File: src/rtl/core/asga_pkg.sv
`timescale 1ns / 1ps
`default_nettype none

package asga_pkg;

  localparam int CHANNELS_DEF      = 4;
  localparam int SAMPLE_BITS_DEF   = 12;
  localparam int MAX_AVG_COUNT_DEF = 64;

  localparam int CH_BITS           = 2;
  localparam int CFG_REGS_PER_KIND = 4;
  localparam int WINDOW_BITS       = 12;
  localparam int AVG_COUNT_BITS    = 7;
  localparam int CFG_INDEX_BITS    = 3;
  localparam int CFG_DATA_BITS     = 12;

  localparam logic [CFG_INDEX_BITS-1:0] REG_AVG_COUNT_CH0 = 3'd4;

  localparam logic [WINDOW_BITS-1:0]    WINDOW_RESET    = 12'd50;
  localparam logic [AVG_COUNT_BITS-1:0] AVG_COUNT_RESET = 7'd8;

  typedef struct packed {
    logic load;
    logic div_start;
    logic commit;
  } ctrl_cmd_t;

  typedef struct packed {
    logic need_div;
    logic div_done;
    logic out_free;
  } dp_status_t;

endpackage

`default_nettype wire

File: src/rtl/core/asga_div.sv
`timescale 1ns / 1ps
`default_nettype none

module asga_div #(
  parameter int DIVIDEND_BITS = 18,
  parameter int DIVISOR_BITS  = 7
) (
  input  wire logic                     clk,
  input  wire logic                     rst,
  input  wire logic                     start,
  input  wire logic [DIVIDEND_BITS-1:0] dividend,
  input  wire logic [DIVISOR_BITS-1:0]  divisor,
  output logic      [DIVIDEND_BITS-1:0] quotient,
  output logic                          done
);

  localparam int STEP_BITS = $clog2(DIVIDEND_BITS + 1);

  logic [DIVIDEND_BITS-1:0] quo;
  logic [DIVISOR_BITS-1:0]  rem;
  logic [STEP_BITS-1:0]     steps;
  logic [DIVISOR_BITS:0]    rem_sh;
  logic [DIVISOR_BITS:0]    trial;
  logic                     ge;

  assign rem_sh = {rem, quo[DIVIDEND_BITS-1]};
  assign ge     = rem_sh >= {1'b0, divisor};
  assign trial  = rem_sh - {1'b0, divisor};

  always_ff @(posedge clk) begin
    if (rst) begin
      steps <= '0;
    end else if (start) begin
      steps <= STEP_BITS'(DIVIDEND_BITS);
    end else if (steps != '0) begin
      steps <= steps - 1'b1;
    end
  end

  always_ff @(posedge clk) begin
    if (start) begin
      quo <= dividend;
      rem <= '0;
    end else if (steps != '0) begin
      rem <= ge ? trial[DIVISOR_BITS-1:0] : rem_sh[DIVISOR_BITS-1:0];
      quo <= {quo[DIVIDEND_BITS-2:0], ge};
    end
  end

  assign quotient = quo;
  assign done     = (steps == '0);

endmodule

`default_nettype wire

File: src/rtl/core/asga_datapath.sv
`timescale 1ns / 1ps
`default_nettype none

module asga_datapath #(
  parameter int CHANNELS      = asga_pkg::CHANNELS_DEF,
  parameter int SAMPLE_BITS   = asga_pkg::SAMPLE_BITS_DEF,
  parameter int MAX_AVG_COUNT = asga_pkg::MAX_AVG_COUNT_DEF
) (
  input  wire logic                                 clk,
  input  wire logic                                 rst,
  input  wire asga_pkg::ctrl_cmd_t                  cmd,
  output asga_pkg::dp_status_t                      status,
  input  wire logic                                 cfg_write,
  input  wire logic [asga_pkg::CFG_INDEX_BITS-1:0]  cfg_index,
  input  wire logic [asga_pkg::CFG_DATA_BITS-1:0]   cfg_data,
  input  wire logic [asga_pkg::CH_BITS-1:0]         channel,
  input  wire logic [SAMPLE_BITS-1:0]               sample,
  output logic                                      out_valid,
  input  wire logic                                 out_ready,
  output logic      [asga_pkg::CH_BITS-1:0]         out_channel,
  output logic      [SAMPLE_BITS-1:0]               filtered_value,
  output logic                                      filtered_valid,
  output logic                                      new_average
);

  localparam int CH_IDX   = (CHANNELS > 1) ? $clog2(CHANNELS) : 1;
  localparam int CNT_BITS = $clog2(MAX_AVG_COUNT + 1);
  localparam int SUM_BITS = SAMPLE_BITS + ((MAX_AVG_COUNT > 1) ? $clog2(MAX_AVG_COUNT) : 0);
  localparam int CMP_BITS = (SAMPLE_BITS > asga_pkg::WINDOW_BITS) ? SAMPLE_BITS
                                                                  : asga_pkg::WINDOW_BITS;
  localparam logic [SUM_BITS-1:0] SAT_LIMIT = SUM_BITS'((64'd1 << SAMPLE_BITS) - 64'd1);

  logic [asga_pkg::WINDOW_BITS-1:0]    window_cfg [asga_pkg::CFG_REGS_PER_KIND];
  logic [asga_pkg::AVG_COUNT_BITS-1:0] count_cfg  [asga_pkg::CFG_REGS_PER_KIND];

  logic [SAMPLE_BITS-1:0] previous_sample [CHANNELS];
  logic [SUM_BITS-1:0]    running_sum     [CHANNELS];
  logic [CNT_BITS-1:0]    stable_count    [CHANNELS];
  logic [SAMPLE_BITS-1:0] average_value   [CHANNELS];
  logic [CHANNELS-1:0]    average_valid;

  logic [asga_pkg::CH_BITS-1:0]     ch_r;
  logic [CH_IDX-1:0]                idx_r;
  logic                             oor_r;
  logic [SAMPLE_BITS-1:0]           s_r;
  logic [SAMPLE_BITS-1:0]           prev_r;
  logic [SUM_BITS-1:0]              sum_r;
  logic [CNT_BITS-1:0]              cnt_r;
  logic [asga_pkg::WINDOW_BITS-1:0] win_r;
  logic [CNT_BITS-1:0]              n_r;

  logic [CH_IDX-1:0]                   in_idx;
  logic                                in_oor;
  logic [asga_pkg::AVG_COUNT_BITS-1:0] in_cfg_count;
  logic [CNT_BITS-1:0]                 in_n;
  logic [SAMPLE_BITS-1:0]              diff;
  logic                                stable;
  logic                                full;
  logic [SUM_BITS-1:0]                 quotient;
  logic                                div_done;
  logic [SAMPLE_BITS-1:0]              q_sat;

  assign in_idx       = channel[CH_IDX-1:0];
  assign in_oor       = 32'(channel) >= CHANNELS;
  assign in_cfg_count = count_cfg[channel];

  always_comb begin
    if (in_cfg_count == '0) begin
      in_n = CNT_BITS'(1);
    end else if (int'(in_cfg_count) > MAX_AVG_COUNT) begin
      in_n = CNT_BITS'(MAX_AVG_COUNT);
    end else begin
      in_n = CNT_BITS'(in_cfg_count);
    end
  end

  assign diff   = (s_r >= prev_r) ? (s_r - prev_r) : (prev_r - s_r);
  assign stable = CMP_BITS'(diff) < CMP_BITS'(win_r);
  assign full   = cnt_r >= n_r;
  assign q_sat  = (quotient > SAT_LIMIT) ? '1 : quotient[SAMPLE_BITS-1:0];

  assign status.need_div = !oor_r && stable && full;
  assign status.div_done = div_done;
  assign status.out_free = !out_valid || out_ready;

  asga_div #(
    .DIVIDEND_BITS(SUM_BITS),
    .DIVISOR_BITS (CNT_BITS)
  ) u_div (
    .clk     (clk),
    .rst     (rst),
    .start   (cmd.div_start),
    .dividend(sum_r),
    .divisor (n_r),
    .quotient(quotient),
    .done    (div_done)
  );

  always_ff @(posedge clk) begin
    if (rst) begin
      for (int i = 0; i < asga_pkg::CFG_REGS_PER_KIND; i++) begin
        window_cfg[i] <= asga_pkg::WINDOW_RESET;
        count_cfg[i]  <= asga_pkg::AVG_COUNT_RESET;
      end
    end else if (cfg_write) begin
      if (cfg_index < asga_pkg::REG_AVG_COUNT_CH0) begin
        window_cfg[cfg_index[asga_pkg::CH_BITS-1:0]] <= cfg_data[asga_pkg::WINDOW_BITS-1:0];
      end else begin
        count_cfg[cfg_index[asga_pkg::CH_BITS-1:0]] <= cfg_data[asga_pkg::AVG_COUNT_BITS-1:0];
      end
    end
  end

  always_ff @(posedge clk) begin
    if (cmd.load) begin
      ch_r   <= channel;
      idx_r  <= in_idx;
      oor_r  <= in_oor;
      s_r    <= sample;
      prev_r <= in_oor ? '0 : previous_sample[in_idx];
      sum_r  <= in_oor ? '0 : running_sum[in_idx];
      cnt_r  <= in_oor ? '0 : stable_count[in_idx];
      win_r  <= window_cfg[channel];
      n_r    <= in_n;
    end
  end

  always_ff @(posedge clk) begin
    if (rst) begin
      for (int i = 0; i < CHANNELS; i++) begin
        previous_sample[i] <= '0;
        running_sum[i]     <= '0;
        stable_count[i]    <= '0;
        average_value[i]   <= '0;
      end
      average_valid <= '0;
    end else if (cmd.commit && !oor_r) begin
      previous_sample[idx_r] <= s_r;
      if (stable && full) begin
        average_value[idx_r] <= q_sat;
        running_sum[idx_r]   <= '0;
        stable_count[idx_r]  <= '0;
        average_valid[idx_r] <= 1'b1;
      end else if (stable) begin
        running_sum[idx_r]  <= sum_r + SUM_BITS'(s_r);
        stable_count[idx_r] <= cnt_r + 1'b1;
      end else begin
        running_sum[idx_r]   <= '0;
        stable_count[idx_r]  <= '0;
        average_valid[idx_r] <= 1'b0;
      end
    end
  end

  always_ff @(posedge clk) begin
    if (rst) begin
      out_valid <= 1'b0;
    end else if (cmd.commit) begin
      out_valid <= 1'b1;
    end else if (out_ready) begin
      out_valid <= 1'b0;
    end
  end

  always_ff @(posedge clk) begin
    if (cmd.commit) begin
      out_channel <= ch_r;
      if (oor_r) begin
        filtered_value <= '0;
        filtered_valid <= 1'b0;
        new_average    <= 1'b0;
      end else if (stable && full) begin
        filtered_value <= q_sat;
        filtered_valid <= 1'b1;
        new_average    <= 1'b1;
      end else begin
        filtered_value <= average_value[idx_r];
        filtered_valid <= stable && average_valid[idx_r];
        new_average    <= 1'b0;
      end
    end
  end

endmodule

`default_nettype wire

File: src/rtl/core/asga_ctrl.sv
`timescale 1ns / 1ps
`default_nettype none

module asga_ctrl (
  input  wire logic                 clk,
  input  wire logic                 rst,
  input  wire logic                 in_valid,
  output logic                      in_ready,
  input  wire asga_pkg::dp_status_t status,
  output asga_pkg::ctrl_cmd_t       cmd
);

  typedef enum logic [1:0] {
    IDLE,
    EVAL,
    DIVIDE,
    COMMIT
  } state_t;

  state_t state;

  assign cmd.load      = in_valid && in_ready;
  assign cmd.div_start = (state == EVAL) && status.need_div;
  assign cmd.commit    = (state == COMMIT) && status.out_free;

  always_ff @(posedge clk) begin
    if (rst) begin
      state    <= IDLE;
      in_ready <= 1'b1;
    end else begin
      case (state)
        IDLE: begin
          if (in_valid) begin
            state    <= EVAL;
            in_ready <= 1'b0;
          end
        end
        EVAL: begin
          state <= status.need_div ? DIVIDE : COMMIT;
        end
        DIVIDE: begin
          if (status.div_done) begin
            state <= COMMIT;
          end
        end
        COMMIT: begin
          if (status.out_free) begin
            state    <= IDLE;
            in_ready <= 1'b1;
          end
        end
        default: begin
          state    <= IDLE;
          in_ready <= 1'b1;
        end
      endcase
    end
  end

endmodule

`default_nettype wire

File: src/rtl/core/adc_stability_gated_averager_core.sv
// Channel  Direction  Handshake                 Payload
// input    in         in_valid / in_ready       channel, sample
// output   out        out_valid / out_ready     out_channel, filtered_value,
//                                               filtered_valid, new_average
// config   in         cfg_write                 cfg_index, cfg_data
//
// A sample that does not complete an average passes through the EVAL and COMMIT states after accept.
// A completing sample also passes through the DIVIDE state, which waits for the
// one-bit-per-cycle restoring divider.
// One transaction is in work at a time; the next is accepted while a result waits.
// Reset is synchronous; it restores the configuration defaults and clears all channel state.
// A stalled output holds the finished item in the commit step until the output register frees.
`timescale 1ns / 1ps
`default_nettype none

module adc_stability_gated_averager_core #(
  parameter int CHANNELS      = asga_pkg::CHANNELS_DEF,
  parameter int SAMPLE_BITS   = asga_pkg::SAMPLE_BITS_DEF,
  parameter int MAX_AVG_COUNT = asga_pkg::MAX_AVG_COUNT_DEF
) (
  input  wire logic                                clk,
  input  wire logic                                rst,
  input  wire logic                                cfg_write,
  input  wire logic [asga_pkg::CFG_INDEX_BITS-1:0] cfg_index,
  input  wire logic [asga_pkg::CFG_DATA_BITS-1:0]  cfg_data,
  input  wire logic                                in_valid,
  output logic                                     in_ready,
  input  wire logic [asga_pkg::CH_BITS-1:0]        channel,
  input  wire logic [SAMPLE_BITS-1:0]              sample,
  output logic                                     out_valid,
  input  wire logic                                out_ready,
  output logic      [asga_pkg::CH_BITS-1:0]        out_channel,
  output logic      [SAMPLE_BITS-1:0]              filtered_value,
  output logic                                     filtered_valid,
  output logic                                     new_average
);

  asga_pkg::ctrl_cmd_t  cmd;
  asga_pkg::dp_status_t status;

  asga_ctrl u_ctrl (
    .clk     (clk),
    .rst     (rst),
    .in_valid(in_valid),
    .in_ready(in_ready),
    .status  (status),
    .cmd     (cmd)
  );

  asga_datapath #(
    .CHANNELS     (CHANNELS),
    .SAMPLE_BITS  (SAMPLE_BITS),
    .MAX_AVG_COUNT(MAX_AVG_COUNT)
  ) u_datapath (
    .clk           (clk),
    .rst           (rst),
    .cmd           (cmd),
    .status        (status),
    .cfg_write     (cfg_write),
    .cfg_index     (cfg_index),
    .cfg_data      (cfg_data),
    .channel       (channel),
    .sample        (sample),
    .out_valid     (out_valid),
    .out_ready     (out_ready),
    .out_channel   (out_channel),
    .filtered_value(filtered_value),
    .filtered_valid(filtered_valid),
    .new_average   (new_average)
  );

endmodule

`default_nettype wire

File: config.mk
export PLATFORM = sky130hd
export DESIGN_NAME = adc_stability_gated_averager_core
export DESIGN_NICKNAME = d
export VERILOG_FILES = /design/src/rtl/core/asga_pkg.sv /design/src/rtl/core/asga_div.sv /design/src/rtl/core/asga_datapath.sv /design/src/rtl/core/asga_ctrl.sv /design/src/rtl/core/adc_stability_gated_averager_core.sv
export SDC_FILE = /design/constraint.sdc
export NUM_CORES = 1
export LEC_CHECK = 0
export ABC_AREA = 1
export BUFFER_PORTS_ARGS = -buffer_cell sky130_fd_sc_hd__buf_2
export CORE_MARGIN = 4
export CORE_UTILIZATION = 50
export DETAILED_ROUTE_END_ITERATION = 6
export PLACE_DENSITY_LB_ADDON = 0.25
export SLEW_MARGIN = 0
export SYNTH_ARGS = -nofsm -noshare
export SYNTH_HDL_FRONTEND = slang
export SYNTH_SLANG_ARGS = --single-unit
File: constraint.sdc
create_clock -name clk -period 13.36 [get_ports clk]
set_clock_uncertainty 0.2 [all_clocks]
set_input_delay 1.336 -clock clk [delete_from_list [all_inputs] [get_ports clk]]
set_output_delay 1.336 -clock clk [all_outputs]
set_load 0.005 [all_outputs]
; Word-level counts from Yosys, hierarchy flattened
; Memories as Yosys holds them, arrays and structs flattened. A register that Yosys moved wholly into a read port is not among the register bits.
; Index checks and enable logic that the tools add are counted.
[word_totals]
ram_bits = 272
latchBits = 0
regBits = 75
memories = 6
romBits = 0
output_inout_bits = 18
[memory_table]
columns = name, words, width, rd, rd_ports_with_merged_regs, write_ports, line
row1 = u_datapath.running_sum, 4, 18, 1, 1, 4, asga_datapath.sv:37  ; logic [SUM_BITS-1:0] running_sum [CHANNELS];
row2 = u_datapath.average_value, 4, 12, 1, 1, 4, asga_datapath.sv:39  ; logic [SAMPLE_BITS-1:0] average_value [CHANNELS];
row3 = u_datapath.previous_sample, 4, 12, 1, 1, 4, asga_datapath.sv:36  ; logic [SAMPLE_BITS-1:0] previous_sample [CHANNELS];
row4 = u_datapath.window_cfg, 4, 12, 1, 1, 4, asga_datapath.sv:33  ; logic [asga_pkg::WINDOW_BITS-1:0] window_cfg [asga_pkg::CFG_REGS_PER_KIND];
row5 = u_datapath.count_cfg, 4, 7, 1, 0, 4, asga_datapath.sv:34  ; logic [asga_pkg::AVG_COUNT_BITS-1:0] count_cfg [asga_pkg::CFG_REGS_PER_KIND];
row6 = u_datapath.stable_count, 4, 7, 1, 1, 4, asga_datapath.sv:38  ; logic [CNT_BITS-1:0] stable_count [CHANNELS];
[op_classes]
n_eq_ne = 7
n_bitwise = 7
shifts = 0
div_mod_pow = 0
n_mul = 0
reduce_logical = 26
add_sub_neg = 6
n_lt_le_gt_ge = 9
mux = 75
[op_table]
columns = op, count
row1 = $mux 18, 5
row2 = $mux 12, 6
row3 = $mux 7, 6
row4 = $mux 1, 40
row5 = $reduce_or 12->1, 3
row6 = $sub 12x12->12, 2
row7 = $mux 2, 10
row8 = $add 18x12->18, 1
row9 = $gt 18x12->1 const B, 1
row10 = $reduce_or 18->1, 1
row11 = $reduce_or 7->1, 2
row12 = $ge 12x12->1, 1
row13 = $lt 12x12->1, 1
row14 = $mux 5, 2
row15 = $ge 8x7->1, 1
row16 = $mux 4, 2
row17 = $pmux 2 s4, 1
row18 = $add 7x1->7 const B, 1
row19 = $ge 7x7->1, 1
row20 = $gt 7x7->1 const B, 1
row21 = $logic_not 7->1, 1
row22 = $sub 7x7->7, 1
row23 = $logic_and 1x1->1, 6
row24 = $reduce_and 3->1, 2
row25 = other kinds (23), 32

; Longest topological paths before layout
; Gate-level depths: netlist of the first run.
[logic_depth]
ltp_word = 12
mapped_depth = 28
mapped_depth_nobuf = 26

; Modules after synthesis
; From an unflattened synthesis of the first run, not the netlist that was laid out.
[hier_totals]
cells_unflattened = 2007
area_unflattened_um2 = 19688.9
[by_module_without_submodules]
columns = module, area_each_um2, seq_area_each_um2, instances, cells_per_inst
row1 = asga_datapath, 17700.7, 10890.4, 1, 1742
row2 = asga_div, 1722.9, 780.7, 1, 224
row3 = asga_ctrl, 265.3, 60.1, 1, 41

; Worst setup path after synthesis of the first run
; No wires, ideal clock.
[synth_path]
kind = reg2reg
start = reg u_datapath.s_r[0]
end = reg u_datapath.u_div.quo[0] (netlist: u_datapath.u_div.quotient[0]) (enable)
setup_time_ps = 375
period_less_slack_ps = 4207
path_slack_ps = 9153
required_ps = 12785
n_path_buf = 2
stages_incl_launch_ff = 26
arrival_ps = 3633
path_cell_list = edfxtp_1 inv_1 ha_1 inv_1 fa_1 nand2_1 nand2_1 nor2_1 nor2_1 nand3b_1 buf_4 nand2_1 nand2_1 nand2_1 nand2_1 ha_1 nand2_2 inv_1 nand2_1 nand2_1 a21oi_4 nand3_4 inv_4 nand2_4 buf_4 nand2_1
[synth_rtl]
columns = item, line
row1 = "start, declared", asga_datapath.sv:45  ; logic [SAMPLE_BITS-1:0] s_r;
row2 = "start signal, assigned", asga_datapath.sv:119  ; s_r <= sample;
row3 = "end signal, assigned", asga_div.sv:42  ; quo <= dividend;
row4 = "end signal, assigned", asga_div.sv:46  ; quo <= {quo[DIVIDEND_BITS-2:0], ge};
row5 = "end, declared", asga_div.sv:19  ; logic [DIVIDEND_BITS-1:0] quo;

==> flow_metrics.env, run 1 <==
export IMPL_placedInstanceArea_um2=20200
export IMPL_min_delay_path_depth=2
export IMPL_clk_pin_slew_ns=0.06
export IMPL_gr_usage_all_layers=0.225
export IMPL_drive_gt1_frac=0.0808
export IMPL_cts_hold_fix_buffers=0
export IMPL_floorplan_core_area_um2=38600
export IMPL_synth_area_leaders="sky130_fd_sc_hd__edfxtp_1, sky130_fd_sc_hd__nor2_1, sky130_fd_sc_hd__nand2_1"
export IMPL_timing_hold_ws_ns=0.273
export IMPL_cp_buffers_inverters=5
export IMPL_timing_final_hold_violations=0
export IMPL_fin_tns_setup_ns=0
export IMPL_cts_repair_timing_setup_buffer_count=0
export IMPL_tritoncts="yes"
export IMPL_gp_congestion=0.919
export IMPL_post_cts_resize_count=0
export IMPL_antenna_cells_inserted=0
export IMPL_power_density_nw_per_um2=172
export IMPL_rrSetupSlack_ns=8.04
export IMPL_data_required_critical_path_ns=13.36
export IMPL_clk_insertion_delay_late_ns=0.57
export IMPL_cts_htree_levels=2
export IMPL_post_dp_hpwl_um=31200
export IMPL_route_vias_total=14032
export IMPL_yosys_warnings=0
export IMPL_slew_headroom=0.206
export IMPL_drt_initial_drc_count=1024
export IMPL_synth_cell_types=50
export IMPL_area_delta_synth_final_pct=10.2
export IMPL_mappedNetlistNets=2123
export IMPL_power_ir_vdd_worst_mv=0.111
export IMPL_asyncSetResetFlopFracSynth=0
export IMPL_fin_total_pwr_mw=3.70
export IMPL_first_pass_grt_wire_length_um=73800
export IMPL_drtPass1Iterations=5
export IMPL_synth_enable_flop_cells=376
export IMPL_crit_path_cell_trace="inv_1 > ha_1 > inv_1 > fa_1 > nand2_1 > nand2_1 > nor2_1 > nor2_1 > nand3b_1 > inv_2 > nand2_1 > nand3_1 > nand2_1 > ha_1 > nand2_2 > inv_1 > nand2_1 > nand2_1 > a21oi_4 > nand3_4 > inv_4 > nand2_4 > nand2_1"
export IMPL_critical_path_most_common_cell="sky130_fd_sc_hd__nand2_1"
export IMPL_post_synth_top_area_fraction=0.578
export IMPL_final_antenna_net_count=0
export IMPL_p_leak_nw=8.79
export IMPL_floorplan_die_area_um2=42300
export IMPL_synth_seq_cells=398
export IMPL_die_height_um=206
export IMPL_tritoncts_num_buffers=42
export IMPL_io_buffers=51
export IMPL_final_core_utilization=0.557
export IMPL_drcViolationCount=0
export IMPL_clock_tree_root_cell="sky130_fd_sc_hd__clkbuf_16"
export IMPL_worstSetupEndpointType="flop"
export IMPL_grt_antenna_before_repair=1
export IMPL_horizontal_die_dimension_um=206
export IMPL_tightest_pin_transition_ns=1.19
export IMPL_largest_net_degree_at_the_start_of_global_routing=71
export IMPL_synth_area_leader_cell="sky130_fd_sc_hd__edfxtp_1"
export IMPL_critical_path_top_delay_family="simple AND/OR/NAND/NOR gates"
export IMPL_hold_class="reg2reg"
export IMPL_startpoint_type="flop"
export IMPL_worstPathMaxFanout=31
export IMPL_clkSinkCount=398
export IMPL_clockBufferDepth=3
export IMPL_worst_path_largest_cell_delay_ns=0.61
export IMPL_fmax_mhz=188
export IMPL_ios=52
export IMPL_crit_reg2reg_capture="u_datapath.u_div.quotient[5]"
export IMPL_synth_flop_cell="sky130_fd_sc_hd__edfxtp_1"
export IMPL_routed_wirelength_um=47500
export IMPL_floorplan_initialDensity=0.505
export IMPL_setup_violations_final=0
export IMPL_postSynthCellCount=2017
export IMPL_drv_max_cap_violation_count=0
export IMPL_synth_area_per_cell_um2=9.68
export IMPL_final_min_clock_period_ns=5.32
export IMPL_fillerInstances=3449
export IMPL_finalMaxSlewViolations=0
export IMPL_row_count=72
export IMPL_worstPathArrival_ns=5.32
export IMPL_wl_per_cell_um=18.3
export IMPL_global_route_overflow_total=0
export IMPL_grt_pass1_vias=13624
export IMPL_share_of_synthesized_area_occupied_by_flip_flops_and_latches=0.601
export IMPL_vias_per_cell=5.41
export IMPL_regToRegStartpoint="u_datapath.s_r[0]"
export IMPL_status="complete, no violations"
export IMPL_post_synth_instance_area_um2=19500
export IMPL_layout_worst_path_cycle_share=0.399
export IMPL_worst_setup_path_type="reg2reg"
export IMPL_rsz_0062_raised_after_global_routing="no"
export IMPL_final_cell_area_um2=21500
export IMPL_critical_path_slowest_cell="sky130_fd_sc_hd__nand2_1"
export IMPL_final_nets=2152
export IMPL_reg2reg_depth=23
## layout make-up
class	count	area [um2]	share of cell area
tap	518	648	0.0301
multi-input combinational	1310	6560	0.305
clock buffer	51	1120	0.0519
clock inverter	25	226	0.0105
timing repair buffer	66	370	0.0172
inverter	228	861	0.0400
sequential	398	11700	0.545
## synth_stat cells (2+ instances only)
master                     instances
sky130_fd_sc_hd__a21oi_2           4
sky130_fd_sc_hd__ha_1             68
sky130_fd_sc_hd__buf_2            19
sky130_fd_sc_hd__or2_2             3
sky130_fd_sc_hd__fa_1              4
sky130_fd_sc_hd__nand2_4           2
sky130_fd_sc_hd__buf_4             6
sky130_fd_sc_hd__buf_6             3
sky130_fd_sc_hd__xnor2_1           9
sky130_fd_sc_hd__nand3_2           2
sky130_fd_sc_hd__nand4_1           9
sky130_fd_sc_hd__o22a_1            3
sky130_fd_sc_hd__a221oi_1          2
sky130_fd_sc_hd__nor3_2            2
sky130_fd_sc_hd__o22ai_1          52
sky130_fd_sc_hd__nand2_2          11
sky130_fd_sc_hd__dfxtp_1          22
sky130_fd_sc_hd__a31oi_1          14
sky130_fd_sc_hd__nor2_1          480
sky130_fd_sc_hd__nand2_1         292
sky130_fd_sc_hd__inv_4             2
sky130_fd_sc_hd__nor2_2            2
sky130_fd_sc_hd__clkinv_1          3
sky130_fd_sc_hd__nor3_1           28
sky130_fd_sc_hd__a21oi_1          52
sky130_fd_sc_hd__o21ai_1          13
sky130_fd_sc_hd__xor2_1           19
sky130_fd_sc_hd__o21ai_0         174
sky130_fd_sc_hd__o21bai_1          3
sky130_fd_sc_hd__buf_1             9
sky130_fd_sc_hd__inv_2             7
sky130_fd_sc_hd__a21o_1            5
sky130_fd_sc_hd__nand3b_1          8
sky130_fd_sc_hd__inv_1           216
sky130_fd_sc_hd__clkbuf_1         42
sky130_fd_sc_hd__nand3_1          38
sky130_fd_sc_hd__edfxtp_1        376
## tightest hold or removal path, cell delays in order, from the launching register on
cell                      delay [ns]
sky130_fd_sc_hd__dfxtp_1        0.31
sky130_fd_sc_hd__nand2_1        0.06
sky130_fd_sc_hd__a21oi_1        0.06
## sequential cells by signal, summed over array words and instances (netlist names), 18 cells and up, named ones only
signal / cells
u_datapath.running_sum: 72
u_datapath.average_value: 48
u_datapath.previous_sample: 48
u_datapath.window_cfg: 48
u_datapath.count_cfg: 28
u_datapath.stable_count: 28
u_datapath.sum_r: 18
u_datapath.u_div.quotient: 18
## through the flow
step	std cells	setup WS, ns
after floorplan	2017	9.15
after global placement	2520	8.16
after detailed placement	2520	8.06
after CTS	2596	8.03
after global routing	2596	7.61
final	2596	8.04
## where the power goes
part           switching (mW)  internal [mW]
Sequential             0.0843           1.55
Clock                   0.477          0.672
Combinational           0.621          0.294
## layout by cell type (no fill, tap or decap), drive strengths merged
cell type  count
a31oi         14
nor4           1
a211o          1
or2            3
nand2        305
clkbuf        51
nand4         10
nor3          30
xor2          19
edfxtp       376
a21o           5
a21oi         57
o21a           1
and2           1
ha            68
clkinvlp       3
nor2         483
o21ai        188
nand3         41
a211oi         1
xnor2          9
o22a           3
o22ai         52
nand3b         8
buf           66
or3            1
bufinv         4
fa             4
o21bai         3
inv          228
dfxtp         22
clkinv        18
a221oi         2
## routing by layer
metal	GRT usage	up-vias	wire, um
met5	0	-	0
met4	0.0689	0	1230
met3	0.0414	84	3010
met2	0.381	445	23000
met1	0.297	6704	20200
li1	-	6799	-
## how the worst max path moves through the flow
stage	start	to	slack (ns)	cells after the start
4_1_cts	u_datapath.s_r[0]	u_datapath.u_div.quotient[10]	8.03	23
3_5_place_dp	u_datapath.s_r[0]	u_datapath.u_div.quotient[10]	8.06	23
2_1_floorplan	u_datapath.s_r[0]	u_datapath.u_div.quotient[0]	9.15	25
6_report	u_datapath.s_r[0]	u_datapath.u_div.quotient[5]	8.04	23
3_3_place_gp	u_datapath.s_r[0]	u_datapath.u_div.quotient[8]	8.16	23
5_1_grt	u_datapath.s_r[0]	u_datapath.u_div.quotient[10]	7.61	23
## cell families after synthesis
family          synth area share
buf+inv                   0.0638
xor+xnor                  0.0126
fa+ha+maj                 0.0477
flops                      0.601
compound gates            0.0920
simple gates               0.183
Note: power is estimated with default switching activity, not from simulation.
==> run 2: changes to the inputs <==
clock period = 5.45 ns   (was 13.36 ns; I/O delays follow)
==> run 2 against run 1 <==
Net effect:
- critical path depth is 2 lower
- maximum frequency is 9.0% higher
- worst setup slack got worse by 7.5 ns
- register-to-register slack worse by 7.5 ns
- hold slack worse by 0.17 ns
- largest power group unchanged
==> flow_metrics.env, run 2 (same netlist as run 1, synthesis figures left out) <==
export IMPL_gp_congestion=0.944
export IMPL_floorplan_core_area_um2=38600
export IMPL_horizontal_die_dimension_um=206
export IMPL_finalMaxSlewViolations=0
export IMPL_worstSetupEndpointType="flop"
export IMPL_routed_wirelength_um=48300
export IMPL_grt_antenna_before_repair=2
export IMPL_critical_path_slowest_cell="sky130_fd_sc_hd__nand2_1"
export IMPL_floorplan_initialDensity=0.505
export IMPL_layout_cells_most_common_list="sky130_fd_sc_hd__nor2_1, sky130_fd_sc_hd__edfxtp_1, sky130_fd_sc_hd__nand2_1, sky130_fd_sc_hd__inv_1, sky130_fd_sc_hd__o21ai_0"
export IMPL_clockBufferDepth=3
export IMPL_first_pass_grt_wire_length_um=74700
export IMPL_antenna_cells_inserted=0
export IMPL_drcViolationCount=0
export IMPL_global_route_overflow_total=0
export IMPL_fillerInstances=3381
export IMPL_area_delta_synth_final_pct=10.7
export IMPL_tritoncts_num_buffers=42
export IMPL_io_buffers=51
export IMPL_fin_total_pwr_mw=9.03
export IMPL_critical_path_most_common_cell="sky130_fd_sc_hd__nand2_1"
export IMPL_clkSinkCount=398
export IMPL_drt_initial_drc_count=1092
export IMPL_data_required_critical_path_ns=5.44
export IMPL_floorplan_die_area_um2=42300
export IMPL_power_density_nw_per_um2=418
export IMPL_status="complete, no violations"
export IMPL_vias_per_cell=5.45
export IMPL_worstPathMaxFanout=12
export IMPL_ios=52
export IMPL_placedInstanceArea_um2=20200
export IMPL_clk_pin_slew_ns=0.06
export IMPL_largest_net_degree_at_the_start_of_global_routing=61
export IMPL_regMostFlops="u_datapath.running_sum"
export IMPL_crit_path_cell_trace="inv_1 > ha_1 > inv_1 > fa_1 > nand2_1 > nand2_1 > nor2_1 > nor2_1 > nand3b_1 > inv_2 > nand2_1 > nand3_1 > nand2_1 > ha_1 > a21oi_1 > nand2_1 > a21oi_4 > nand3_4 > inv_4 > nand2_1 > nand2_1"
export IMPL_p_leak_nw=8.85
export IMPL_clock_tree_root_cell="sky130_fd_sc_hd__clkbuf_16"
export IMPL_cts_htree_levels=2
export IMPL_worst_path_largest_cell_delay_ns=0.48
export IMPL_final_common_cell="sky130_fd_sc_hd__nor2_1"
export IMPL_rsz_0062_raised_after_global_routing="no"
export IMPL_post_cts_resize_count=0
export IMPL_final_nets=2169
export IMPL_cts_hold_fix_buffers=12
export IMPL_hold_class="in2reg"
export IMPL_setup_violations_final=0
export IMPL_drtPass1Iterations=5
export IMPL_row_count=72
export IMPL_cp_buffers_inverters=4
export IMPL_rrSetupSlack_ns=0.57
export IMPL_tightest_pin_transition_ns=1.15
export IMPL_largest_register_ff_count=72
export IMPL_cts_repair_timing_setup_buffer_count=0
export IMPL_drv_max_cap_violation_count=0
export IMPL_power_ir_vdd_worst_mv=0.261
export IMPL_final_min_clock_period_ns=4.88
export IMPL_wl_per_cell_um=18.5
export IMPL_worst_setup_path_type="reg2reg"
export IMPL_timing_final_hold_violations=0
export IMPL_tritoncts="yes"
export IMPL_startpoint_type="flop"
export IMPL_slew_headroom=0.231
export IMPL_post_dp_hpwl_um=31700
export IMPL_worstPathArrival_ns=4.87
export IMPL_clk_insertion_delay_late_ns=0.55
export IMPL_grt_pass1_vias=13713
export IMPL_critical_path_top_delay_family="simple AND/OR/NAND/NOR gates"
export IMPL_layout_worst_path_cycle_share=0.896
export IMPL_gr_usage_all_layers=0.228
export IMPL_fin_tns_setup_ns=0
export IMPL_die_height_um=206
export IMPL_drive_gt1_frac=0.0822
export IMPL_final_antenna_net_count=0
export IMPL_fmax_mhz=205
export IMPL_route_vias_total=14234
export IMPL_final_cell_area_um2=21600
==> run 2: power breakdown <==
group | leakage, nW | internal [mW] | switching, mW
clock | 0.637 | 1.59 | 1.14
sequential | 3.95 | 3.80 | 0.205
combinational | 4.26 | 0.743 | 1.55
total | 8.85 | 6.13 | 2.90
==> run 2: worst paths after layout <==
check,startpoint,to,depth (start not counted)
worst max-delay path,u_datapath.s_r[0],u_datapath.average_value[0][5],21
worst min-delay path,cfg_data[3],u_datapath.count_cfg[2][3],3
worst max register to register,u_datapath.s_r[0],u_datapath.average_value[0][5],21
worst min register to register,flop,flop,2
==> run 2: final cells by class <==
type / count / area, um2 / area share
Tap cell: 518 / 648 / 0.0300
Sequential cell: 398 / 11700 / 0.543
Inverter: 228 / 861 / 0.0398
Multi-Input combinational cell: 1310 / 6560 / 0.303
Clock inverter: 22 / 175 / 0.00810
Timing Repair Buffer: 83 / 528 / 0.0244
Clock buffer: 51 / 1120 / 0.0516
==> run 2: worst register-to-register path: stages (launching register included) <==
cell and delay [ns]:
sky130_fd_sc_hd__edfxtp_1 0.43, sky130_fd_sc_hd__inv_1 0.17, sky130_fd_sc_hd__ha_1 0.21, sky130_fd_sc_hd__inv_1 0.08
sky130_fd_sc_hd__fa_1 0.43, sky130_fd_sc_hd__nand2_1 0.10, sky130_fd_sc_hd__nand2_1 0.09, sky130_fd_sc_hd__nor2_1 0.11
sky130_fd_sc_hd__nor2_1 0.04, sky130_fd_sc_hd__nand3b_1 0.36, sky130_fd_sc_hd__inv_2 0.28, sky130_fd_sc_hd__nand2_1 0.12
sky130_fd_sc_hd__nand3_1 0.09, sky130_fd_sc_hd__nand2_1 0.06, sky130_fd_sc_hd__ha_1 0.30, sky130_fd_sc_hd__a21oi_1 0.18
sky130_fd_sc_hd__nand2_1 0.11, sky130_fd_sc_hd__a21oi_4 0.26, sky130_fd_sc_hd__nand3_4 0.14, sky130_fd_sc_hd__inv_4 0.15
sky130_fd_sc_hd__nand2_1 0.12, sky130_fd_sc_hd__nand2_1 0.48
==> run 2: through the flow <==
step | setup WS [ns] | hold WS (ns) | std cells | utilization
floorplan | 1.24 | 0.243 | 2017 | -
global placement | 0.775 | 0.264 | 2525 | 0.523
detailed placement | 0.633 | 0.265 | 2525 | 0.523
CTS | 0.586 | 0.0748 | 2610 | 0.559
global route | 0.227 | 0.0995 | 2610 | 0.559
finish | 0.566 | 0.104 | 2610 | 0.559
==> run 2: metal layers <==
metal,global-route usage,wire [um]
met3,0.0329,3380
met4,0.0792,1520
met5,0,11
met1,0.314,20700
met2,0.373,22700
==> run 3: changes to the inputs <==
PLACE_DENSITY = 0.66   (was default)
PLACE_DENSITY_LB_ADDON = default   (was 0.25)
==> run 3 against run 2 <==
Net effect:
- utilization grew 0.14 points
- sequential share of layout area fell by 0.14 points
- largest cell class unchanged
- first-iteration DRC count up 2.8%
==> flow_metrics.env, run 3 (same netlist as run 1, synthesis figures left out) <==
export IMPL_gp_congestion=0.941
export IMPL_grt_util_met2=0.378
export IMPL_clockBufferDepth=3
export IMPL_grt_most_used_layer="met2"
export IMPL_post_dp_hpwl_um=31500
export IMPL_worstPathArrival_ns=4.75
export IMPL_power_ir_vdd_worst_mv=0.284
export IMPL_tritoncts_num_buffers=43
export IMPL_critical_path_slowest_cell="sky130_fd_sc_hd__nand2_1"
export IMPL_first_pass_grt_wire_length_um=75300
export IMPL_row_count=72
export IMPL_worst_path_largest_cell_delay_ns=0.51
export IMPL_reg2reg_depth=23
export IMPL_power_density_nw_per_um2=421
export IMPL_final_min_clock_period_ns=4.74
export IMPL_groute_layer_met3_usage=0.0389
export IMPL_floorplan_initialDensity=0.505
export IMPL_route_vias_total=14242
export IMPL_floorplan_core_area_um2=38600
export IMPL_worstPathMaxFanout=12
export IMPL_drt_initial_drc_count=1123
export IMPL_layout_worst_path_cycle_share=0.870
export IMPL_drive_gt1_frac=0.0825
export IMPL_global_route_overflow_total=0
export IMPL_min_delay_path_depth=3
export IMPL_area_delta_synth_final_pct=11.0
export IMPL_startpoint_type="flop"
export IMPL_clkSinkCount=398
export IMPL_drv_max_cap_violation_count=0
export IMPL_grt_antenna_before_repair=0
export IMPL_drtPass1Iterations=5
export IMPL_dp_slack_ns=0.727
export IMPL_status="complete, no violations"
export IMPL_setup_violations_final=0
export IMPL_gr_usage_all_layers=0.229
export IMPL_slew_headroom=0.267
export IMPL_cts_htree_levels=2
export IMPL_vias_per_cell=5.44
export IMPL_largest_net_degree_at_the_start_of_global_routing=88
export IMPL_grt_pass1_vias=13728
export IMPL_worstSetupEndpointType="flop"
export IMPL_routed_wirelength_um=48400
export IMPL_tritoncts="yes"
export IMPL_worst_setup_path_type="reg2reg"
export IMPL_tightest_pin_transition_ns=1.10
export IMPL_horizontal_die_dimension_um=206
export IMPL_rsz_0062_raised_after_global_routing="no"
export IMPL_cts_repair_timing_setup_buffer_count=0
export IMPL_final_antenna_net_count=0
export IMPL_critical_path_most_common_cell="sky130_fd_sc_hd__nand2_1"
export IMPL_final_common_cell="sky130_fd_sc_hd__nor2_1"
export IMPL_drcViolationCount=0
export IMPL_hold_class="in2reg"
export IMPL_layout_cells_most_common_list="sky130_fd_sc_hd__nor2_1, sky130_fd_sc_hd__edfxtp_1, sky130_fd_sc_hd__nand2_1, sky130_fd_sc_hd__inv_1, sky130_fd_sc_hd__o21ai_0"
export IMPL_die_height_um=206
export IMPL_clock_tree_root_cell="sky130_fd_sc_hd__clkbuf_16"
export IMPL_regMostFlops="u_datapath.running_sum"
export IMPL_largest_register_ff_count=72
export IMPL_final_nets=2171
export IMPL_clk_pin_slew_ns=0.06
export IMPL_floorplan_die_area_um2=42300
export IMPL_data_required_critical_path_ns=5.46
export IMPL_wl_per_cell_um=18.5
export IMPL_clk_insertion_delay_late_ns=0.58
export IMPL_p_leak_nw=8.87
export IMPL_worst_slack_ns=0.710
export IMPL_timing_final_hold_violations=0
export IMPL_io_buffers=51
export IMPL_grt_util_met1=0.319
export IMPL_ios=52
export IMPL_fmax_mhz=211
export IMPL_fin_tns_setup_ns=0
export IMPL_finalMaxSlewViolations=0
export IMPL_crit_path_cell_trace="inv_1 > ha_1 > inv_1 > fa_1 > nand2_1 > nand2_1 > nor2_1 > nor2_1 > nand3b_1 > inv_2 > nand2_1 > nand3_1 > nand2_1 > ha_1 > nand2_2 > inv_1 > nand2_1 > nand2_1 > a21oi_4 > nand3_4 > inv_4 > nand2_1 > nand2_1"
==> run 3: path summary, 6_finish.rpt <==
path / from / endpoint / slack (ns)
max: u_datapath.s_r[0] / u_datapath.average_value[3][8] / 0.71
max reg2reg: u_datapath.s_r[0] / u_datapath.average_value[3][8] / 0.71
min reg2reg: u_datapath.u_div.steps[0] / u_datapath.u_div.steps[0] / 0.29
min: cfg_data[3] / u_datapath.count_cfg[3][3] / 0.1
==> run 3: cell type report <==
cell class                      count  area (um2)
Antenna cell                        1        2.50
Clock buffer                       56        1130
Clock inverter                     21         205
Fill cell                        3386       17000
Inverter                          228         861
Multi-Input combinational cell   1310        6560
Sequential cell                   398       11700
Tap cell                          518         648
Timing Repair Buffer               84         536
==> run 3: critical path, delay by kind of cell, from the launching register on <==
family / cells / cell delay (ns)
and+or+nand+nor: 14 / 1.91
buffers and inverters: 5 / 0.69
adders and majority gates: 3 / 0.88
AOI/OAI and AO/OA: 1 / 0.25
DFF: 1 / 0.41
==> run 3: power breakdown <==
part	total, mW	switching [mW]	internal [mW]
combinational	2.30	1.55	0.745
sequential	4.00	0.202	3.80
clock	2.83	1.18	1.66
total	9.13	2.93	6.20
==> run 3: routing by layer <==
metal,vias to the layer above,part of all wire
met1,6822,0.43
met4,0,0.020
met5,-,0
li1,6849,-
met2,501,0.47
met3,70,0.077
==> run 3: repair_timing <==
action	4_1_cts	5_1_grt
endpoints found under the hold margin	12	0
resized for setup	0	0
hold buffers	12	0
==> run 3: metrics by stage <==
stage          utilization  cell area (um2)  cells  total power, mW  hold slack [ns]
2_1_floorplan            -            19500   2017             5.69            0.243
3_3_place_gp         0.523            20200   2526             6.28            0.257
3_5_place_dp         0.523            20200   2526             6.34            0.274
4_1_cts              0.561            21700   2615             9.17           0.0671
5_1_grt              0.561            21700   2615             9.64           0.0885
6_report             0.561            21700   2616             9.13           0.0955
